### src/sv/dfsoc_pkg.sv
package dfsoc_pkg;

   localparam int NODES       = 64;
   localparam int NODE_W      = 6;
   localparam int ROW_IDX_W   = (NODES > 1) ? $clog2(NODES) : 1;
   localparam int STACK_DEPTH = 64;
   localparam int STK_AW      = 6;
   localparam int DEPTH_W     = 7;
   localparam int MODE_W      = 2;
   localparam int REQ_DATA_W  = 16;
   localparam int RSP_DATA_W  = 8;

   localparam logic [NODE_W:0] NODES_EXT = (NODE_W + 1)'(NODES);

   typedef enum logic [MODE_W-1:0] {
      MODE_CLEAR  = 2'd0,
      MODE_EDGE   = 2'd1,
      MODE_ENTRY  = 2'd2,
      MODE_UNUSED = 2'd3
   } mode_type;

   typedef enum logic [2:0] {
      ST_IDLE,
      ST_EDGE_WR_A,
      ST_EDGE_WR_B,
      ST_ENTRY,
      ST_TOP_RD,
      ST_ROW_CHK,
      ST_FINISH
   } state_type;

   typedef struct packed {
      logic                 adj_we;
      logic [ROW_IDX_W-1:0] adj_waddr;
      logic [NODES-1:0]     adj_wdata;
      logic [ROW_IDX_W-1:0] adj_raddr;
      logic                 stk_we;
      logic [STK_AW-1:0]    stk_waddr;
      logic [ROW_IDX_W-1:0] stk_wdata;
      logic [STK_AW-1:0]    stk_raddr;
   } mem_req_type;

endpackage

### src/sv/dfsoc_ctrl.sv
module dfsoc_ctrl
   import dfsoc_pkg::*;
(
   input  logic                  clock,
   input  logic                  reset,
   input  logic                  req_tvalid,
   output logic                  req_tready,
   input  logic [REQ_DATA_W-1:0] req_tdata,
   input  logic [MODE_W-1:0]     req_tuser,
   input  logic                  req_tlast,
   output logic                  rsp_tvalid,
   input  logic                  rsp_tready,
   output logic [RSP_DATA_W-1:0] rsp_tdata,
   output mem_req_type           mem_req,
   input  logic [NODES-1:0]      adj_rdata,
   input  logic [ROW_IDX_W-1:0]  stk_rdata
);

   state_type            state_ff, state_in;
   logic [NODE_W-1:0]    node_a_ff, node_a_in;
   logic [NODE_W-1:0]    node_b_ff, node_b_in;
   logic                 last_ff, last_in;
   logic [NODES-1:0]     visited_ff, visited_in;
   logic [DEPTH_W-1:0]   depth_ff, depth_in;
   logic                 started_ff, started_in;
   logic                 failed_ff, failed_in;
   logic [NODES-1:0]     adj_valid_ff, adj_valid_in;
   logic [ROW_IDX_W-1:0] adj_raddr_ff;
   logic                 rsp_valid_ff, rsp_valid_in;
   logic                 rsp_bit_ff, rsp_bit_in;

   logic [NODE_W-1:0]    req_a;
   logic [NODE_W-1:0]    req_b;
   logic [ROW_IDX_W-1:0] a_idx;
   logic [ROW_IDX_W-1:0] b_idx;
   logic                 entry_in_range;
   logic [NODES-1:0]     row;
   logic [NODES-1:0]     open_set;
   logic [DEPTH_W-1:0]   depth_m1;
   logic [DEPTH_W-1:0]   depth_m2;
   state_type            done_state;

   assign req_a          = req_tdata[NODE_W-1:0];
   assign req_b          = req_tdata[2*NODE_W-1:NODE_W];
   assign a_idx          = node_a_ff[ROW_IDX_W-1:0];
   assign b_idx          = node_b_ff[ROW_IDX_W-1:0];
   assign entry_in_range = {1'b0, node_a_ff} < NODES_EXT;
   // rows never written since the last clear read as empty
   assign row            = adj_valid_ff[adj_raddr_ff] ? adj_rdata : '0;
   assign open_set       = row & ~visited_ff;
   assign depth_m1       = depth_ff - DEPTH_W'(1);
   assign depth_m2       = depth_ff - DEPTH_W'(2);
   assign done_state     = last_ff ? ST_FINISH : ST_IDLE;

   assign req_tready = (state_ff == ST_IDLE);
   assign rsp_tvalid = rsp_valid_ff;
   assign rsp_tdata  = {{(RSP_DATA_W-1){1'b0}}, rsp_bit_ff};

   always_ff @(posedge clock) begin
      if (reset) begin
         state_ff     <= ST_IDLE;
         visited_ff   <= '0;
         depth_ff     <= '0;
         started_ff   <= 1'b0;
         failed_ff    <= 1'b0;
         adj_valid_ff <= '0;
         rsp_valid_ff <= 1'b0;
      end else begin
         state_ff     <= state_in;
         visited_ff   <= visited_in;
         depth_ff     <= depth_in;
         started_ff   <= started_in;
         failed_ff    <= failed_in;
         adj_valid_ff <= adj_valid_in;
         rsp_valid_ff <= rsp_valid_in;
      end
      node_a_ff    <= node_a_in;
      node_b_ff    <= node_b_in;
      last_ff      <= last_in;
      adj_raddr_ff <= mem_req.adj_raddr;
      rsp_bit_ff   <= rsp_bit_in;
   end

   always_comb begin
      state_in     = state_ff;
      node_a_in    = node_a_ff;
      node_b_in    = node_b_ff;
      last_in      = last_ff;
      visited_in   = visited_ff;
      depth_in     = depth_ff;
      started_in   = started_ff;
      failed_in    = failed_ff;
      adj_valid_in = adj_valid_ff;
      rsp_valid_in = rsp_valid_ff && !rsp_tready;
      rsp_bit_in   = rsp_bit_ff;
      mem_req      = '0;

      case (state_ff)
         ST_IDLE: begin
            if (req_tvalid) begin
               node_a_in = req_a;
               node_b_in = req_b;
               last_in   = req_tlast;
               case (mode_type'(req_tuser))
                  MODE_CLEAR: begin
                     adj_valid_in = '0;
                  end
                  MODE_EDGE: begin
                     if ({1'b0, req_a} < NODES_EXT && {1'b0, req_b} < NODES_EXT) begin
                        mem_req.adj_raddr = req_a[ROW_IDX_W-1:0];
                        state_in          = ST_EDGE_WR_A;
                     end
                  end
                  MODE_ENTRY: begin
                     state_in = ST_ENTRY;
                  end
                  default: begin
                  end
               endcase
            end
         end

         ST_EDGE_WR_A: begin
            mem_req.adj_we    = 1'b1;
            mem_req.adj_waddr = a_idx;
            mem_req.adj_wdata = row | (NODES'(1) << b_idx);
            adj_valid_in[a_idx] = 1'b1;
            // a self loop is one write; skip the second pass
            if (a_idx == b_idx) begin
               state_in = ST_IDLE;
            end else begin
               mem_req.adj_raddr = b_idx;
               state_in          = ST_EDGE_WR_B;
            end
         end

         ST_EDGE_WR_B: begin
            mem_req.adj_we    = 1'b1;
            mem_req.adj_waddr = b_idx;
            mem_req.adj_wdata = row | (NODES'(1) << a_idx);
            adj_valid_in[b_idx] = 1'b1;
            state_in = ST_IDLE;
         end

         ST_ENTRY: begin
            state_in = done_state;
            if (!failed_ff) begin
               if (!entry_in_range) begin
                  failed_in = 1'b1;
               end else if (!started_ff) begin
                  started_in = 1'b1;
                  visited_in[a_idx] = 1'b1;
                  if (!depth_ff[DEPTH_W-1]) begin
                     mem_req.stk_we    = 1'b1;
                     mem_req.stk_waddr = depth_ff[STK_AW-1:0];
                     mem_req.stk_wdata = a_idx;
                     depth_in          = depth_ff + DEPTH_W'(1);
                  end
               end else if (depth_ff == '0) begin
                  failed_in = 1'b1;
               end else begin
                  mem_req.stk_raddr = depth_m1[STK_AW-1:0];
                  state_in          = ST_TOP_RD;
               end
            end
         end

         ST_TOP_RD: begin
            mem_req.adj_raddr = stk_rdata;
            state_in          = ST_ROW_CHK;
         end

         ST_ROW_CHK: begin
            if (open_set[a_idx]) begin
               visited_in[a_idx] = 1'b1;
               if (!depth_ff[DEPTH_W-1]) begin
                  mem_req.stk_we    = 1'b1;
                  mem_req.stk_waddr = depth_ff[STK_AW-1:0];
                  mem_req.stk_wdata = a_idx;
                  depth_in          = depth_ff + DEPTH_W'(1);
               end
               state_in = done_state;
            end else if (open_set != '0) begin
               failed_in = 1'b1;
               state_in  = done_state;
            end else begin
               // pop and look at the node below
               depth_in = depth_m1;
               if (depth_m1 == '0) begin
                  failed_in = 1'b1;
                  state_in  = done_state;
               end else begin
                  mem_req.stk_raddr = depth_m2[STK_AW-1:0];
                  state_in          = ST_TOP_RD;
               end
            end
         end

         ST_FINISH: begin
            // hold the verdict until the output register is free
            if (!rsp_valid_ff || rsp_tready) begin
               rsp_valid_in = 1'b1;
               rsp_bit_in   = !failed_ff;
               visited_in   = '0;
               depth_in     = '0;
               started_in   = 1'b0;
               failed_in    = 1'b0;
               state_in     = ST_IDLE;
            end
         end

         default: begin
            state_in = ST_IDLE;
         end
      endcase
   end

endmodule

### config.mk
export PLATFORM = sky130hd
export DESIGN_NAME = dfsoc_ctrl
export DESIGN_NICKNAME = d
export VERILOG_FILES = /design/src/sv/dfsoc_pkg.sv /design/src/sv/dfsoc_ctrl.sv
export SDC_FILE = /design/constraint.sdc
export NUM_CORES = 1
export LEC_CHECK = 0
export ABC_AREA = 1
export BUFFER_PORTS_ARGS = -buffer_cell sky130_fd_sc_hd__buf_4
export CAP_MARGIN = 25
export CORE_ASPECT_RATIO = 1.25
export CORE_MARGIN = 5
export CORE_UTILIZATION = 51
export CTS_CLUSTER_DIAMETER = 150
export CTS_CLUSTER_SIZE = 14
export DETAILED_ROUTE_END_ITERATION = 8
export PLACE_DENSITY = 0.78
export SLEW_MARGIN = 20
export SYNTH_ARGS = -nofsm -noshare
export SYNTH_HDL_FRONTEND = slang
export SYNTH_SLANG_ARGS = --single-unit
### constraint.sdc
create_clock -name clock -period 2.8 [get_ports clock]
set_input_delay 0.56 -clock clock [delete_from_list [all_inputs] [get_ports clock]]
set_output_delay 0.56 -clock clock [all_outputs]
set_load 0.02 [all_outputs]
Word level (Yosys, flattened, before mapping). Cells that the tools add are included.

Register bits: 161. Latch bits: 0. Memories kept: 0. ROM bits: 0. Input bits: 93. Logic and storage cells: 134. Bits in writable memories: 0. Output and inout port bits: 106.

Div/mod/pow operators: 0. Bitwise logic cells: 7. Multiplexer cells: 63. Eq/ne operators: 19. Add/sub/neg operators: 3. Shifts and indexed selects: 2. Reduce and logical (&&, ||, !) cells: 23. $lt $le $gt $ge: 5. $mul: 0.

Operators with widths (number): two-way mux 64 bit (7); one-hot mux 64 bit (3 select lines) (2); bitwise OR 64 bit (5); one-hot mux 71 bit (2 select lines) (1); left shift 1 x 6 -> 64 bit, first input constant (2); bitwise AND 64 bit (1); inverter 64 bit (1); nonzero test 64 bit (1); two-way mux 6 bit (8); two-way mux 7 bit (6); two-way mux 13 bit (3); one-hot mux 19 bit (2 select lines) (1); two-way mux 3 bit (9); less-than comparator 6 x 7 -> 1 bit, second input constant (3); one-hot mux 7 bit (3 select lines) (1); two-way mux 19 bit (1); one-hot mux 3 bit (6 select lines) (1); one-hot mux 6 bit (3 select lines) (1); logical NOT 7 bit (2); two-way mux 1 bit (14); binary-select mux 1 bit (select 6 bit) (2); demux 1 bit (select 6 bit) (2); greater-or-equal comparator 6 x 1 -> 1 bit, second input constant (2); != test 2 bit, second input constant (6); other kinds (27) (40).

Longest topological paths before layout. Gate-level depths: netlist of run 1.

Word-level depth: 8. Gate-level depth with buffers: 25. Gate-level depth less buffers: 22.

Least setup slack after synthesis of run 1. Ideal clock, no wire load.

Path kind: reg2out. Start: register adj_raddr_ff[0]. End: output port mem_req[11] (netlist bit). Required time: 2.240 ns. Stages on the path, launching flop included: 26. Buffers on the path: 4. Setup slack: -0.370 ns. Arrival time: 2.610 ns. Cells stage by stage: dfxtp_1 > buf_4 > inv_4 > buf_4 > nand2_1 > nand3_1 > nand3_1 > nand2_1 > nand2_1 > nand3_1 > nand3_2 > nand2_4 > buf_4 > nand3_1 > o21ai_1 > nor2_1 > nand2_1 > nand2_1 > nand2_1 > nor2_4 > nand2_2 > nand2_2 > o21ai_1 > nand2_1 > buf_4 > nor2_1.

RTL lines: start: declaration (line dfsoc_ctrl.sv:28) `logic [ROW_IDX_W-1:0] adj_raddr_ff;`; start signal: assignment (line dfsoc_ctrl.sv:80) `adj_raddr_ff <= mem_req.adj_raddr;`; end: declaration (line dfsoc_ctrl.sv:14) `output mem_req_type mem_req,`.

==> results of run 1 <==
==> state kept, by name (all words and copies together) (netlist names) <==
| name | count |
|---|---|
| adj_valid_ff | 64 |
| visited_ff | 64 |
| depth_ff | 7 |
| a_idx | 6 |
| adj_raddr_ff | 6 |
| b_idx | 6 |
| state_ff | 3 |
| failed_ff | 1 |
| last_ff | 1 |
| rsp_bit_ff | 1 |
| rsp_tvalid | 1 |
| started_ff | 1 |
==> cells in the final DEF, fill, tap and decap left out, types with 7 or more instances in the layout <==
| master | n |
|---|---|
| nand3_1 | 99 |
| nand4_1 | 70 |
| o211ai_1 | 7 |
| a22oi_1 | 37 |
| nor2_4 | 26 |
| dfxtp_1 | 144 |
| inv_1 | 138 |
| a22oi_2 | 19 |
| o21ai_1 | 9 |
| o21ai_2 | 9 |
| nor2_1 | 262 |
| nand2_2 | 37 |
| o21ai_0 | 62 |
| nand2_4 | 7 |
| nor2_2 | 25 |
| inv_6 | 7 |
| conb_1 | 7 |
| nor3_1 | 21 |
| nand3_2 | 46 |
| ha_1 | 7 |
| buf_6 | 45 |
| xor2_1 | 10 |
| a21oi_1 | 138 |
| o22ai_1 | 9 |
| edfxtp_1 | 14 |
| buf_12 | 26 |
| clkbuf_16 | 23 |
| buf_4 | 277 |
| nand2_1 | 331 |
==> layer usage <==
layer | global-route usage | vias up | wire, um
li1 | - | 6200 | -
met1 | 0.449 | 6037 | 17700
met2 | 0.606 | 948 | 21600
met3 | 0.0604 | 222 | 4350
met4 | 0.173 | 0 | 3170
met5 | 0 | - | 0
==> power by group <==
part           internal [uW]  switching (uW)  total (uW)
logic                    927            1390        2320
clock network           1320            1090        2420
registers               2360            45.8        2410
==> worst max-delay path: cells and delay by family (launching register included) <==
family / cells / cell delay [ns]
and+or+nand+nor: 16 / 1.74
buffers and inverters: 6 / 0.90
DFF: 1 / 0.37
AOI/OAI and AO/OA: 1 / 0.12
==> layout make-up <==
| type | instances | area (um2) | share of cell area |
|---|---|---|---|
| clock inverter | 14 | 159 | 0.0104 |
| clock buffer | 18 | 450 | 0.0295 |
| tap | 270 | 338 | 0.0222 |
| timing repair inverter | 2 | 20.0 | 0.00131 |
| inverter | 156 | 626 | 0.0410 |
| timing repair buffer | 356 | 3310 | 0.217 |
| sequential | 161 | 3370 | 0.221 |
| multi-input combinational | 1281 | 6970 | 0.457 |
==> timing repair <==
action | CTS | global route
gates resized for setup | 105 | 155
buffers inserted | 9 | 10
endpoints found under the setup margin | 163 | 163
cloned | 5 | 9
pin swaps | 14 | 57
==> cell families after synthesis <==
logic type	share of synthesized area
compound gates	0.173
xor+xnor	0.0101
fa+ha+maj	0.00838
buf+inv	0.106
flops	0.322
other cells	0.000359
simple gates	0.381
==> worst max path at each step <==
stage | end | slack (ns) | cells past startpoint
floorplan | mem_req[3] | -0.26 | 21
global placement | mem_req[0] | -0.66 | 22
detailed placement | mem_req[0] | -0.73 | 22
CTS | mem_req[0] | -1.03 | 22
global route | mem_req[3] | -1.42 | 23
finish | mem_req[4] | -1.34 | 23
==> metrics by stage <==
stage | instances | area [um2] | total power, uW | hold WS (ns)
floorplan | 1692 | 10700 | 3490 | 0.436
CTS | 2240 | 14300 | 6800 | 0.288
detailed placement | 2195 | 13200 | 4250 | 0.455
global route | 2258 | 15200 | 7360 | 0.285
finish | 2258 | 15200 | 7140 | 0.288
global placement | 2195 | 13200 | 4240 | 0.447
==> impl_metrics.env, run 1 <==
export IMPL_required_ns=2.24
export IMPL_num_fill_cells=1598
export IMPL_synthesis_area_um2=10500
export IMPL_cp_slowest_cell="dfxtp_4"
export IMPL_setup_reg_to_reg_worst_slack_ns=-0.62
export IMPL_worstPathCellList="buf_12 > buf_12 > nand2_2 > nand3_2 > nand3_1 > nand2_1 > nand2_1 > nand3_2 > nand3_4 > nand2_8 > buf_12 > buf_16 > nand3_4 > nand2_2 > nor2_2 > nand4_1 > nor2_1 > nand2_2 > nor2_4 > nand3_2 > buf_12 > o22ai_4 > buf_6"
export IMPL_ys_types=41
export IMPL_core_area_um2=20200
export IMPL_synth_top_area_cell="dfxtp_1"
export IMPL_post_route_worst_setup_slack_ns=-1.34
export IMPL_holdBufCountCts=0
export IMPL_powerDensity_nw_per_um2=468
export IMPL_antenna_found_initial=0
export IMPL_vias_per_cell=5.94
export IMPL_worstHoldStart="req_tlast"
export IMPL_crit_type="register to output port"
export IMPL_cp_data_arrival_time_ns=3.58
export IMPL_drtIter0Drc=1475
export IMPL_finClkSkew_ns=0.0180
export IMPL_reg2regPathDepth=27
export IMPL_area_growth_pct=45.8
export IMPL_max_freq_mhz=241
export IMPL_worst_slew_pin_slew_ns=0.697
export IMPL_hold_depth=1
export IMPL_post_route_period_util=1.48
export IMPL_synth_top_cell_area_share=0.281
export IMPL_synth_commonest_cells="nand2_1, nor2_1, dfxtp_1, nand3_1, a21oi_1"
export IMPL_die_w_um=138
export IMPL_dr_pass1_iters=7
export IMPL_postSynth_asyncResetShare=0
export IMPL_avgRoutedWirePerCell_um=20.8
export IMPL_rsz0062_at_grt="true"
export IMPL_pin_count=199
export IMPL_setup_violations=163
export IMPL_startpoint="adj_raddr_ff[0]$_DFF_P_"
export IMPL_slew_headroom=0.534
export IMPL_port_buffer_count=187
export IMPL_htreeDepth=4
export IMPL_clk_root_buffer_cell="clkbuf_16"
export IMPL_gr_total_overflow=0
export IMPL_slowest_delay_ns=0.37
export IMPL_floorplan_rows=58
export IMPL_layout_drive_gt1_share=0.305
export IMPL_initial_utilization=0.518
export IMPL_grt_max_degree=65
export IMPL_ys_seq_area_frac=0.322
export IMPL_yosys_warnings=0
export IMPL_tritoncts="built"
export IMPL_clockBufferDepth=2
export IMPL_crit_path_max_fanout=8
export IMPL_place_ws_ns=-0.727
export IMPL_drt_wl_total_um=46900
export IMPL_die_y_um=170
export IMPL_synth_main_ff_cell="dfxtp_1"
export IMPL_min_path_type="primary input to register"
export IMPL_via_count=13407
export IMPL_clk_latency_ns=0.44
export IMPL_hold_path_end="last_ff$_DFFE_PP_"
export IMPL_antenna_cells=0
export IMPL_violations="negative setup slack"
export IMPL_avgSynthCellArea_um2=6.20
export IMPL_yosysMostFrequentCell="nand2_1"
export IMPL_numCtsBuffers=17
export IMPL_peakVddDrop_mv=0.564
export IMPL_cts_num_sinks=161
export IMPL_clk_pin_slew_ns=0.08
export IMPL_final_hold_viol_count=0
export IMPL_timing_rr_end="depth_ff[2]$_SDFFE_PP0P_"
export IMPL_synth_cells=1686
export IMPL_synth_ff_latch_count=161
export IMPL_grt_pass1_wl_um=67200
export IMPL_outcome="finished with violations"
export IMPL_antenna_left=0
export IMPL_synth_area_top_cells="dfxtp_1, nand2_1, nor2_1"
export IMPL_place_gp_congestion=0.960
export IMPL_finalMaxSlewViolations=0
export IMPL_synth_edff_count=14
export IMPL_power_leakage_uw=0.00625
export IMPL_maxCapViolations=0
export IMPL_finalSetupTns_ns=-92.54
export IMPL_cp_start_kind="register"
export IMPL_gr_usage_all_layers=0.360
export IMPL_layout_min_cycle_time_ns=4.14
export IMPL_dieArea_um2=23500
export IMPL_fin_util=0.756
export IMPL_grt_pass1_vias=12039
export IMPL_critPathCaptureType="output port"
export IMPL_r2r_start="adj_raddr_ff[0]$_DFF_P_"
export IMPL_route_detailed_drc=0
export IMPL_dp_hpwl_um=34200
export IMPL_nets=2075
export IMPL_crit_top_cell="buf_12"
No activity file was read; power rests on OpenSTA's default activity.
==> inputs of run 2 (changes only) <==
--- a/config.mk
+++ b/config.mk
@@ -6,11 +6,13 @@
 export NUM_CORES = 1
 export LEC_CHECK = 0
 export ABC_AREA = 1
-export BUFFER_PORTS_ARGS = -buffer_cell sky130_fd_sc_hd__buf_4
+export BUFFER_PORTS_ARGS = -buffer_cell sky130_fd_sc_hd__buf_2
 export CAP_MARGIN = 25
+export CELL_PAD_IN_SITES_DETAIL_PLACEMENT = 1
+export CELL_PAD_IN_SITES_GLOBAL_PLACEMENT = 1
 export CORE_ASPECT_RATIO = 1.25
 export CORE_MARGIN = 5
-export CORE_UTILIZATION = 51
+export CORE_UTILIZATION = 35
 export CTS_CLUSTER_DIAMETER = 150
 export CTS_CLUSTER_SIZE = 14
 export DETAILED_ROUTE_END_ITERATION = 8
==> run 2 against run 1 <==
The run still ends with negative setup slack left. Count of clock-buffer cells in the layout is 1 lower. Global-route usage is 6.6 points lower. Fmax is 5.0% higher. Clock power is 9.5% lower. Sequential share of layout area is 1.2 points higher. Die area is 42% higher. Total power is 6.4% lower. Critical path type unchanged. Highest routed layer unchanged.
==> impl_metrics.env, run 2 (synthesis gave the netlist of run 1 again) <==
export IMPL_drt_wl_total_um=50600
export IMPL_violations="negative setup slack"
export IMPL_post_route_period_util=1.41
export IMPL_clk_pin_slew_ns=0.07
export IMPL_drtIter0Drc=845
export IMPL_tritoncts="built"
export IMPL_vias_per_cell=5.49
export IMPL_stdcell_count=2386
export IMPL_layout_common_cells="nand2_1, nor2_1, buf_4"
export IMPL_crit_path_max_fanout=12
export IMPL_grt_pass1_vias=13452
export IMPL_post_route_worst_setup_slack_ns=-1.15
export IMPL_area_growth_pct=38.1
export IMPL_nets=2077
export IMPL_rsz0062_at_grt="true"
export IMPL_p_clk_frac=0.328
export IMPL_busiest_layer="met2"
export IMPL_grt_max_degree=65
export IMPL_clockBufferDepth=2
export IMPL_endpoint="mem_req[11]"
export IMPL_clk_root_buffer_cell="clkbuf_16"
export IMPL_gr_usage_met2=0.492
export IMPL_met3_usage=0.0481
export IMPL_fin_util=0.492
export IMPL_dr_pass1_iters=6
export IMPL_antenna_cells=0
export IMPL_dieArea_um2=33500
export IMPL_peakVddDrop_mv=0.423
export IMPL_r2r_start="state_ff[1]$_SDFFE_PP0P_"
export IMPL_dp_cells=2328
export IMPL_numCtsBuffers=17
export IMPL_timing_rr_end="visited_ff[32]$_SDFFE_PP0P_"
export IMPL_antenna_found_initial=0
export IMPL_core_area_um2=29300
export IMPL_cts_num_sinks=161
export IMPL_setup_reg_to_reg_worst_slack_ns=-0.39
export IMPL_cellInternalPower_uw=4270
export IMPL_sw_frac_of_total=0.361
export IMPL_cp_start_kind="register"
export IMPL_final_common_cell="nand2_1"
export IMPL_grt_use_met1=0.354
export IMPL_cp_num_buf_inv=5
export IMPL_maxCapViolations=0
export IMPL_layout_min_cycle_time_ns=3.95
export IMPL_required_ns=2.24
export IMPL_critPathCaptureType="output port"
export IMPL_layout_drive_gt1_share=0.269
export IMPL_crit_type="register to output port"
export IMPL_gr_total_overflow=0
export IMPL_via_count=13095
export IMPL_finalMaxSlewViolations=0
export IMPL_powerDensity_nw_per_um2=463
export IMPL_clk_latency_ns=0.45
export IMPL_final_hold_viol_count=0
export IMPL_die_y_um=203
export IMPL_startpoint="adj_raddr_ff[0]$_DFF_P_"
export IMPL_largest_registers="adj_valid_ff (64), visited_ff (64), depth_ff (7)"
export IMPL_critical_path_top_delay_family="simple AND/OR/NAND/NOR gates"
export IMPL_dp_hpwl_um=38900
export IMPL_max_freq_mhz=253
export IMPL_crit_top_cell="nand2_1"
export IMPL_initial_utilization=0.356
export IMPL_min_path_type="primary input to register"
export IMPL_holdBufCountCts=0
export IMPL_p_switching_uw=2410
export IMPL_worst_slew_pin_slew_ns=0.651
export IMPL_place_gp_congestion=0.971
export IMPL_cp_depth=25
export IMPL_route_detailed_drc=0
export IMPL_seqPwrFrac=0.361
export IMPL_antenna_left=0
export IMPL_grt_pass1_wl_um=76800
export IMPL_power_leakage_uw=0.00598
export IMPL_finClkSkew_ns=0.0106
export IMPL_finalSetupTns_ns=-65.94
export IMPL_die_w_um=165
export IMPL_htreeDepth=4
export IMPL_port_buffer_count=187
export IMPL_cp_data_arrival_time_ns=3.39
export IMPL_slowest_delay_ns=0.44
export IMPL_slew_headroom=0.566
export IMPL_outcome="finished with violations"
export IMPL_pin_count=199
export IMPL_cp_slowest_cell="dfxtp_4"
export IMPL_avgRoutedWirePerCell_um=21.2
export IMPL_pwr_share_comb=0.311
export IMPL_gr_usage_all_layers=0.294
export IMPL_num_fill_cells=3894
export IMPL_setup_violations=162
export IMPL_floorplan_rows=70
export IMPL_place_ws_ns=-0.867
export IMPL_reg2regPathDepth=25
## run 2: how the worst min path moves through the flow
stage,startpoint,endpoint,cells after the start
after global placement,adj_valid_ff[25]$_SDFFE_PP0P_,adj_valid_ff[25]$_SDFFE_PP0P_,2
after CTS,req_tdata[8],b_idx[2]$_DFFE_PP_,1
final,req_tdata[8],b_idx[2]$_DFFE_PP_,1
after detailed placement,visited_ff[53]$_SDFFE_PP0P_,visited_ff[53]$_SDFFE_PP0P_,2
after global routing,req_tdata[8],b_idx[2]$_DFFE_PP_,1
after floorplan,visited_ff[1]$_SDFFE_PP0P_,visited_ff[1]$_SDFFE_PP0P_,2
## run 2: repair_timing
| item | in CTS | in global routing |
|---|---|---|
| setup buffers | 20 | 0 |
| pin swaps | 13 | 16 |
| setup endpoints to repair | 163 | 163 |
| gates resized for setup | 158 | 43 |
| cloned | 6 | 0 |
## run 2: area by class of cell
cell class,count,area (um2),area share
multi-input combinational,1281,6600,0.457
clock inverter,15,126,0.00875
tap,396,495,0.0343
sequential,161,3370,0.233
inverter,156,626,0.0433
clock buffer,17,425,0.0295
timing repair buffer,360,2800,0.194
## run 2: metal layers
metal	wire length, um	vias to the layer above
li1	-	6197
met1	20800	6214
met2	23700	509
met3	3030	175
met4	3130	0
met5	0	-
## run 2: through the flow
stage | total power, uW | hold WS, ns | cell area [um2]
5_1_grt | 6940 | 0.264 | 14400
4_1_cts | 6630 | 0.270 | 14300
6_report | 6680 | 0.283 | 14400
3_5_place_dp | 4210 | 0.456 | 12900
3_3_place_gp | 4170 | 0.449 | 12900
2_1_floorplan | 3490 | 0.436 | 10700
## run 2: power groups by stage
stage	logic, uW	registers, uW	clock network, uW
after floorplan	1060	2430	0
after global placement	1720	2450	0
after detailed placement	1750	2450	0
after CTS	2000	2410	2230
after global routing	2210	2410	2320
final	2080	2410	2190
==> inputs of run 3 (changes only) <==
--- a/config.mk
+++ b/config.mk
@@ -16,7 +16,7 @@
 export CTS_CLUSTER_DIAMETER = 150
 export CTS_CLUSTER_SIZE = 14
 export DETAILED_ROUTE_END_ITERATION = 8
-export PLACE_DENSITY = 0.78
+export PLACE_DENSITY = 0.73
 export SLEW_MARGIN = 20
 export SYNTH_ARGS = -nofsm -noshare
 export SYNTH_HDL_FRONTEND = slang
==> run 3 against run 2 <==
The flow still finishes with violations (negative setup slack). Clock power grew 7%. First-iteration DRC count up 14%. Wire length grew 2.1%. Utilization up 0.94 points. Worst setup slack got worse by 0.057 ns. Design area rose by 1.9%. Critical path depth rose by 1. Cell count rose by 0.13%. Sequential power about the same. Sequential share of layout area shrank 0.42 points. Register-to-register slack worse by 0.27 ns. Critical path type unchanged. Critical endpoint is now mem_req[17]. Largest cell class unchanged. Highest routed layer unchanged.
==> impl_metrics.env, run 3 (synthesis gave the netlist of run 1 again) <==
export IMPL_route_detailed_drc=0
export IMPL_floorplan_rows=70
export IMPL_numCtsBuffers=17
export IMPL_antenna_found_initial=0
export IMPL_outcome="finished with violations"
export IMPL_num_fill_cells=3903
export IMPL_place_ws_ns=-0.766
export IMPL_finalSetupTns_ns=-94.53
export IMPL_layout_min_cycle_time_ns=4.01
export IMPL_post_route_period_util=1.43
export IMPL_worst_slew_pin_slew_ns=0.672
export IMPL_required_ns=2.24
export IMPL_dp_cells=2331
export IMPL_die_y_um=203
export IMPL_core_area_um2=29300
export IMPL_tritoncts="built"
export IMPL_avgRoutedWirePerCell_um=21.6
export IMPL_clockBufferDepth=2
export IMPL_seqPwrFrac=0.350
export IMPL_place_gp_congestion=0.979
export IMPL_clk_root_buffer_cell="clkbuf_16"
export IMPL_grt_max_degree=65
export IMPL_final_hold_viol_count=0
export IMPL_layout_drive_gt1_share=0.277
export IMPL_crit_path_max_fanout=8
export IMPL_clk_latency_ns=0.44
export IMPL_power_leakage_uw=0.00612
export IMPL_gr_total_overflow=0
export IMPL_powerDensity_nw_per_um2=468
export IMPL_antenna_left=0
export IMPL_gr_usage_all_layers=0.288
export IMPL_final_common_cell="nand2_1"
export IMPL_peakVddDrop_mv=0.436
export IMPL_max_freq_mhz=250
export IMPL_p_clk_frac=0.340
export IMPL_initial_utilization=0.356
export IMPL_min_path_type="primary input to register"
export IMPL_nets=2080
export IMPL_drtIter0Drc=966
export IMPL_area_growth_pct=40.7
export IMPL_largest_registers="adj_valid_ff (64), visited_ff (64), depth_ff (7)"
export IMPL_p_switching_uw=2340
export IMPL_clk_pin_slew_ns=0.07
export IMPL_htreeDepth=4
export IMPL_fin_util=0.502
export IMPL_violations="negative setup slack"
export IMPL_stdcell_count=2389
export IMPL_finClkSkew_ns=0.0140
export IMPL_cts_num_sinks=161
export IMPL_wl_met2_um=25100
export IMPL_pwr_share_comb=0.310
export IMPL_holdBufCountCts=0
export IMPL_drt_wl_total_um=51600
export IMPL_dr_max_layer_used="met4"
export IMPL_wl_met3_um=2620
export IMPL_antenna_cells=0
export IMPL_post_route_worst_setup_slack_ns=-1.21
export IMPL_rsz0062_at_grt="true"
export IMPL_drt_met1_wl_um=21600
export IMPL_die_w_um=165
export IMPL_sw_frac_of_total=0.340
export IMPL_grt_pass1_wl_um=74900
export IMPL_pin_count=199
export IMPL_slew_headroom=0.552
export IMPL_finalMaxSlewViolations=0
export IMPL_dr_pass1_iters=5
export IMPL_maxCapViolations=0
export IMPL_total_power_uw=6890
export IMPL_via_count=13068
export IMPL_cp_start_kind="register"
export IMPL_grt_pass1_vias=13033
export IMPL_setup_violations=163
export IMPL_critPathCaptureType="output port"
export IMPL_cp_data_arrival_time_ns=3.45
export IMPL_layout_common_cells="nand2_1, nor2_1, buf_4"
export IMPL_cellInternalPower_uw=4540
export IMPL_dieArea_um2=33500
export IMPL_dp_hpwl_um=39900
export IMPL_vias_per_cell=5.47
export IMPL_port_buffer_count=187
export IMPL_crit_type="register to output port"
run 3: cell types whose count changed in the layout (fill, tap and decap cells not counted), sizes merged:
cell and change:
clkbuf +10, inv -4, buf -3, bufinv +3
clkinv -3, clkinvlp +2, bufbuf -1, nand2 -1
run 3: final timing paths:
check	endpoint	cells past startpoint	startpoint	slack [ns]
setup / recovery	mem_req[17]	26	adj_raddr_ff[0]$_DFF_P_	-1.21
setup reg to reg	visited_ff[26]$_SDFFE_PP0P_	28	adj_raddr_ff[0]$_DFF_P_	-0.66
hold / removal	b_idx[0]$_DFFE_PP_	1	req_tdata[6]	0.29
hold reg to reg	adj_valid_ff[26]$_SDFFE_PP0P_	2	adj_valid_ff[26]$_SDFFE_PP0P_	0.47
run 3: cell type report:
| type | count | area (um2) | share of cell area |
|---|---|---|---|
| multi-input combinational | 1280 | 6660 | 0.453 |
| clock inverter | 11 | 138 | 0.00935 |
| timing repair buffer | 362 | 2960 | 0.201 |
| tap | 396 | 495 | 0.0337 |
| timing repair inverter | 2 | 20.0 | 0.00136 |
| clock buffer | 21 | 440 | 0.0299 |
| inverter | 156 | 636 | 0.0432 |
| sequential | 161 | 3370 | 0.229 |
run 3: what timing repair did:
| item | in CTS | in global routing |
|---|---|---|
| gates resized for setup | 118 | 140 |
| setup buffers | 1 | 15 |
| pin swaps | 7 | 66 |
| gates cloned | 2 | 9 |
| endpoints found under the setup margin | 163 | 163 |
run 3: per-stage QoR:
stage / hold WS, ns / instance area [um2]
after floorplan: 0.436 / 10700
after global placement: 0.448 / 12900
after detailed placement: 0.459 / 12900
after CTS: 0.283 / 13900
after global routing: 0.286 / 14700
final: 0.294 / 14700
run 3: per-layer routing:
layer,up-vias,global-route usage
li1,6201,-
met2,456,0.495
met1,6277,0.358
met5,-,0
met4,0,0.119
met3,134,0.0418
run 3: worst max-delay path: stages (launching register included):
cell and delay [ns]:
dfxtp_4 0.40, buf_12 0.14, clkinv_8 0.08, nand2_1 0.09, nand3_1 0.12, nand3_2 0.12, nand2_2 0.05, nand2_2 0.06
nand3_2 0.10, nand3_4 0.11, nand2_8 0.11, buf_12 0.17, buf_4 0.14, nand4_1 0.06, nand2_1 0.07, nor2_1 0.13
nand2_1 0.07, nand2_1 0.07, nand2_2 0.07, nor2_4 0.13, nand2_2 0.07, nand2_2 0.07, o21ai_2 0.07, nand2_2 0.12
clkbuf_16 0.20, nor2_4 0.04, buf_6 0.13
run 3: power groups by stage:
| stage | clock [uW] | sequential (uW) | combinational [uW] |
|---|---|---|---|
| 3_5_place_dp | 0 | 2450 | 1770 |
| 6_report | 2340 | 2410 | 2140 |
| 2_1_floorplan | 0 | 2430 | 1060 |
| 3_3_place_gp | 0 | 2450 | 1750 |
| 5_1_grt | 2470 | 2410 | 2270 |
| 4_1_cts | 2370 | 2410 | 1900 |
